`src/hw/rtl/assert_macros.svh`:
```
// assertion macros used by the averager rtl
`ifndef ASSERT_MACROS_SVH
`define ASSERT_MACROS_SVH
`ifndef SYNTH
`define ASSERT_IMPLIES(label, clk, rst_n, pre, post) \
	label: assert property (@(posedge clk) disable iff (!rst_n) (pre) |-> (post)) \
		else $error("assertion failed");
`define ASSERT_NEXT(label, clk, rst_n, pre, post) \
	label: assert property (@(posedge clk) disable iff (!rst_n) (pre) |=> (post)) \
		else $error("assertion failed");
`else
`define ASSERT_IMPLIES(label, clk, rst_n, pre, post)
`define ASSERT_NEXT(label, clk, rst_n, pre, post)
`endif
`endif

```
`src/hw/rtl/tcavg_pkg.sv`:
```
// types and constants of the time bucket channel averager
`timescale 1ns / 1ps
package tcavg_pkg;

	typedef struct packed {
		logic        opcode;
		logic [47:0] time_ms;
		logic [5:0]  channel;
		logic [2:0]  kind;
		logic [31:0] sample_value;
	} in_word_t;

	typedef struct packed {
		logic [5:0]  out_channel;
		logic [31:0] avg_value;
		logic [47:0] bucket_start_ms;
		logic        last;
	} out_word_t;

	typedef struct packed {
		logic [63:0] sum;
		logic [31:0] count;
		logic [2:0]  kind;
	} entry_t;

	typedef enum logic [0:0] {
		ALU_DIV = 1'b0,
		ALU_MUL = 1'b1
	} alu_op_t;

	typedef struct packed {
		logic    start;
		alu_op_t op;
	} alu_req_t;

	typedef enum logic [1:0] {
		CFG_INTERVAL = 2'd0,
		CFG_PCT_UNK  = 2'd1,
		CFG_TEMP_UNK = 2'd2,
		CFG_CLK_UNK  = 2'd3
	} cfg_index_t;

	localparam logic OP_ACCUM = 1'b0;
	localparam logic OP_FLUSH = 1'b1;

	localparam logic [2:0] KIND_PCT  = 3'd0;
	localparam logic [2:0] KIND_TEMP = 3'd1;
	localparam logic [2:0] KIND_CLK  = 3'd2;
	localparam logic [2:0] KIND_U32  = 3'd3;
	localparam logic [2:0] KIND_U16  = 3'd4;

	localparam logic [63:0] PCT_CAP = 64'd100;
	localparam logic [31:0] CNT_MAX = 32'hFFFF_FFFF;

endpackage

```
`src/hw/rtl/tcavg_alu.sv`:
```
// shared iterative divider and shift-add multiplier
`timescale 1ns / 1ps
module tcavg_alu (
	input  logic                clk,
	input  logic                arst_n,
	input  tcavg_pkg::alu_req_t req,
	input  logic [63:0]         a,
	input  logic [31:0]         b,
	output logic                done,
	output logic [63:0]         res
);
	logic                busy_q;
	logic                done_q;
	tcavg_pkg::alu_op_t  op_q;
	logic [5:0]          cnt_q;
	logic [63:0]         quo_q;
	logic [31:0]         rem_q;
	logic [31:0]         b_q;
	logic [47:0]         acc_q;
	logic [47:0]         mc_q;
	logic [32:0]         trial;
	logic [32:0]         diff;
	logic                fits;

	assign trial = {rem_q, quo_q[63]};
	assign diff  = trial - {1'b0, b_q};
	assign fits  = (trial >= {1'b0, b_q});

	always_ff @(posedge clk or negedge arst_n) begin
		if (!arst_n) begin
			busy_q <= 1'b0;
			done_q <= 1'b0;
		end else begin
			done_q <= 1'b0;
			if (req.start) begin
				busy_q <= 1'b1;
			end else if (busy_q && cnt_q == 6'd0) begin
				busy_q <= 1'b0;
				done_q <= 1'b1;
			end
		end
	end

	always_ff @(posedge clk) begin
		if (req.start) begin
			op_q  <= req.op;
			cnt_q <= (req.op == tcavg_pkg::ALU_DIV) ? 6'd63 : 6'd31;
			quo_q <= a;
			rem_q <= '0;
			b_q   <= b;
			acc_q <= '0;
			mc_q  <= a[47:0];
		end else if (busy_q) begin
			cnt_q <= cnt_q - 6'd1;
			if (op_q == tcavg_pkg::ALU_DIV) begin
				quo_q <= {quo_q[62:0], fits};
				rem_q <= fits ? diff[31:0] : trial[31:0];
			end else begin
				if (b_q[0]) begin
					acc_q <= acc_q + mc_q;
				end
				mc_q <= {mc_q[46:0], 1'b0};
				b_q  <= {1'b0, b_q[31:1]};
			end
		end
	end

	assign done = done_q;
	assign res  = (op_q == tcavg_pkg::ALU_DIV) ? quo_q : {16'd0, acc_q};
endmodule

```
`config.mk`:
```
export PLATFORM = sky130hd
export DESIGN_NAME = tcavg_alu
export DESIGN_NICKNAME = d
export VERILOG_FILES = /design/src/hw/rtl/assert_macros.svh /design/src/hw/rtl/tcavg_pkg.sv /design/src/hw/rtl/tcavg_alu.sv
export SDC_FILE = /design/constraint.sdc
export NUM_CORES = 1
export LEC_CHECK = 0
export ABC_AREA = 0
export BUFFER_PORTS_ARGS = -buffer_cell sky130_fd_sc_hd__buf_4
export CORE_AREA = 5 5 246 248
export CTS_CLUSTER_DIAMETER = 80
export CTS_CLUSTER_SIZE = 28
export DETAILED_ROUTE_END_ITERATION = 16
export DIE_AREA = 0 0 251 253
export GPL_TIMING_DRIVEN = 0
export PLACE_DENSITY = 0.45
export SKIP_LAST_GASP = 1
export SYNTH_ARGS = -nofsm -noshare
export SYNTH_HDL_FRONTEND = slang
export SYNTH_SLANG_ARGS = --single-unit
export TNS_END_PERCENT = 100
```
`constraint.sdc`:
```
create_clock -name clk -period 2.8 [get_ports clk]
set_input_delay 0.56 -clock clk [delete_from_list [all_inputs] [get_ports clk]]
set_output_delay 0.56 -clock clk [all_outputs]
set_load 0.01 [all_outputs]
```
==> metrics.md <==
| Metric | Value |
|---|---|
| R2R cell count | `11` |
| Area of the mapped netlist | `14400 um2` |
| Overflow after GRT | `0` |
| Clock Tree Root | `clkbuf_16` |
| Int Power | `6.75 mW` |
| Peak supply drop | `376 uV` |
| Final nets | `2077` |
| Max-slew violations | `0` |
| Clk_skew | `0.0467 ns` |
| Fmax | `325 MHz` |
| Die width | `251 um` |
| Num Clock Sinks | `233` |
| Die height | `253 um` |
| Yosys cell types | `79` |
| Routed len/inst | `18.0 um` |
| Port bufs | `164` |
| Drt drc | `0` |
| Setup crit end | `acc_q[46]$_SDFFE_PP0P_` |
| CP startpoint | `mc_q[0]$_SDFFCE_PN0P_` |
| Post-route setup TNS | `-3.26 ns` |
| Rel. slew slack | `50.9%` |
| Vias | `12700` |
| Ports | `165` |
| Failing checks | `negative setup slack` |
| DP Wirelength | `35200 um` |
| Tot GR Track Use | `14.3%` |
| Yosys reg bits | `233` |
| Layout area overhead | `31.2%` |
| Initial cell density of the core | `24.7%` |
| CTS tree | `yes` |
| Worst Path Max Fanout | `3` |
| Flop pwr share | `41.7%` |
| Clock power frac | `32.7%` |
| Initial antenna violation count | `1` |
| Placer Congestion | `0.863` |
| Final setup viols | `40` |
| Net Count, Synth | `1839` |
| Htree depth | `1` |
| Pin slew with the least headroom to its limit | `0.736 ns` |
| Fin worst setup slack | `-0.278 ns` |
| Unrepaired setup endpoints after global routing | `yes` |
| R2r startpoint | `mc_q[0]$_SDFFCE_PN0P_` |
| Worst min-delay path class | `in2reg` |
| Worst-path clk slew | `0.09 ns` |
| Synth Instances | `1657` |
| Initial drt markers | `701` |
| WHS | `0.258 ns` |
| Synth area leader | `edfxtp_1` |
| Fraction of registers with async set/reset | `0.858%` |
| Gate power share | `25.5%` |
| Post-synth top area share | `31.5%` |
| First-pass GRT wire length | `73200 um` |
| Drt total wl | `48400 um` |
| Reg2reg end | `acc_q[46]$_SDFFE_PP0P_` |
| Post-DRT Antenna Nets | `0` |
| Avg Vias per Cell | `4.73` |
| Tcrit/Tclk final | `110%` |
| Pin count of the biggest net entering global routing | `41` |
| Crit path DAT | `3.53 ns` |
| Required time of the critical path | `3.25 ns` |
| Synth Flop Type | `edfxtp_1` |
| Overall die area | `63500 um2` |
| Crit Path Class | `reg2reg` |
| Minimum clock period | `3.08 ns` |
| Kind of start point of the critical path | `flop` |
| Leak | `7.91 nW` |
| Hold Fails Final Rpt | `0` |
| Net Sw Power | `3.36 mW` |
| Num CTS Buffers | `22` |
| Dpl ws | `-1.37 ns` |
| Row cnt | `89` |
| Diode count | `0` |
| Drt first pass iters | `5` |
| Switching Share | `33.2%` |
| Crit. End Element | `flop` |
| Core ar. | `58200 um2` |
| R2r setup slk | `-0.28 ns` |
| EDFF count, synth | `151` |
| Max-Cap Viols | `0` |
| Synth warn | `0` |
| Proportion of layout cells with a drive suffix above 1 | `23.5%` |
| Vias in the first global route | `12900` |
| Top post-synthesis cells by area | `edfxtp_1, dfxtp_1, o21ai_0, ha_1, nand2_1` |
| Worst-case clock buffer depth | `3` |
| Clock Latency Late Sink | `0.57 ns` |
| Register area share after synthesis | `43.0%` |
| Status | `finished with violations` |
| Final core occ | `32.4%` |
| Mapped Avg Cell Area | `8.68 um2` |
| P per Cell Area | `536 nW/um2` |
==> logic make-up after synthesis <==
kind of cell | after synthesis | share of synthesized area, %
and+or+nand+nor | 480 | 14.9
DFF | 233 | 43.0
buffers and inverters | 237 | 6.31
AOI/OAI and AO/OA | 529 | 22.2
muxes | 30 | 2.28
adders and majority gates | 82 | 7.24
xor gates and xnor gates | 66 | 4.02
==> metal layers <==
metal,vias to the layer above,part of all wire [%],GRT usage [%]
li1,6331,-,-
met1,6088,46,19.6
met2,239,48,24.2
met3,50,3.5,1.87
met4,0,2.2,3.23
met5,-,0,0
==> worst max-delay path: stages, from the launching register on <==
cell and delay, ns:
edfxtp_1 0.44, ha_4 0.20, fa_2 0.34, a211o_1 0.33
a2111oi_4 0.40, nor3_2 0.12, o211a_1 0.29, o21ai_4 0.22
a31oi_4 0.15, a41oi_2 0.24, xnor2_1 0.14, o21ai_1 0.08
==> through the flow <==
stage / cell area (um2) / power [mW] / std cells
6_report: 18900 / 10.1 / 2684
5_1_grt: 18900 / 10.6 / 2684
4_1_cts: 17800 / 10.1 / 2651
3_5_place_dp: 16600 / 6.63 / 2595
3_3_place_gp: 16600 / 6.60 / 2594
2_1_floorplan: 14400 / 5.76 / 1657
==> final cells by class <==
| cell class | instances | area (um2) |
|---|---|---|
| fill | 6178 | 39400 |
| inverter | 153 | 578 |
| multi-input combinational | 1188 | 8170 |
| clock inverter | 17 | 188 |
| timing repair buffer | 217 | 1780 |
| timing repair inverter | 1 | 7.51 |
| clock buffer | 23 | 576 |
| tap | 773 | 967 |
| sequential | 233 | 6190 |
| buffer | 79 | 424 |
==> power by group through the flow <==
| stage | Combinational (mW) | Clock (mW) | Sequential (mW) |
|---|---|---|---|
| 2_1_floorplan | 1.54 | 0 | 4.22 |
| 3_3_place_gp | 2.31 | 0 | 4.29 |
| 3_5_place_dp | 2.33 | 0 | 4.29 |
| 4_1_cts | 2.40 | 3.43 | 4.22 |
| 5_1_grt | 2.87 | 3.52 | 4.26 |
| 6_report | 2.58 | 3.31 | 4.22 |
==> how the worst min path moves through the flow <==
| stage | start | to | depth (start not counted) |
|---|---|---|---|
| after global routing | req[0] | op_q$_DFFE_PP_ | 1 |
| after detailed placement | arst_n | done$_DFF_PN0_ | 1 |
| after floorplan | arst_n | busy_q$_DFFE_PN0P_ | 0 |
| after global placement | arst_n | done$_DFF_PN0_ | 1 |
| after CTS | req[0] | op_q$_DFFE_PP_ | 1 |
| final | req[0] | op_q$_DFFE_PP_ | 1 |
==> Yosys cell counts (4+ instances only) <==
cell and number:
and3_1 11, o21a_1 7, buf_1 13, nor4_1 5
o21bai_1 13, a211o_1 5, or3_1 5, a21o_1 49
and4_1 5, a32oi_1 10, a31oi_1 12, ha_1 80
nand4_1 16, edfxtp_1 151, xnor2_1 41, dfxtp_1 80
nand2b_1 7, o211a_1 4, o21ai_1 7, a21oi_1 124
o211ai_1 6, xor2_1 25, inv_1 153, buf_2 9
nor2_1 76, mux2i_1 11, mux2_2 18, o21ai_0 241
nand3_1 29, nor3_1 19, a211oi_1 8, nor2b_1 24
clkbuf_1 60, nand2_1 265
==> registers in the layout, summed over array words and instances (netlist names) <==
register / cells
cnt_q: 6
acc_q: 48
rem_q: 32
b_q: 32
mc_q: 48
op_q: 1
quo_q: 64
done: 1
busy_q: 1
==> cells in the final DEF (no fill, tap or decap), drive strengths merged, types with 25 or more instances in the layout <==
cell	netlist	final
a21o	49	49
a21oi	127	127
buf	24	233
clkbuf	60	85
dfxtp	80	80
edfxtp	151	151
ha	80	80
inv	153	160
nand2	265	266
nand3	30	30
nor2	77	77
o21ai	252	252
xnor2	41	41
xor2	25	25
==> what timing repair did <==
item / in CTS / in global routing
pin swaps: 30 / 80
buffers inserted: 14 / 33
endpoints found under the setup margin: 422 / 77
cloned: 2 / 6
endpoints found under the hold margin: 2 / 0
hold buffers: 1 / 0
gates resized for setup: 63 / 204
Power figures use the tool's default switching activity.
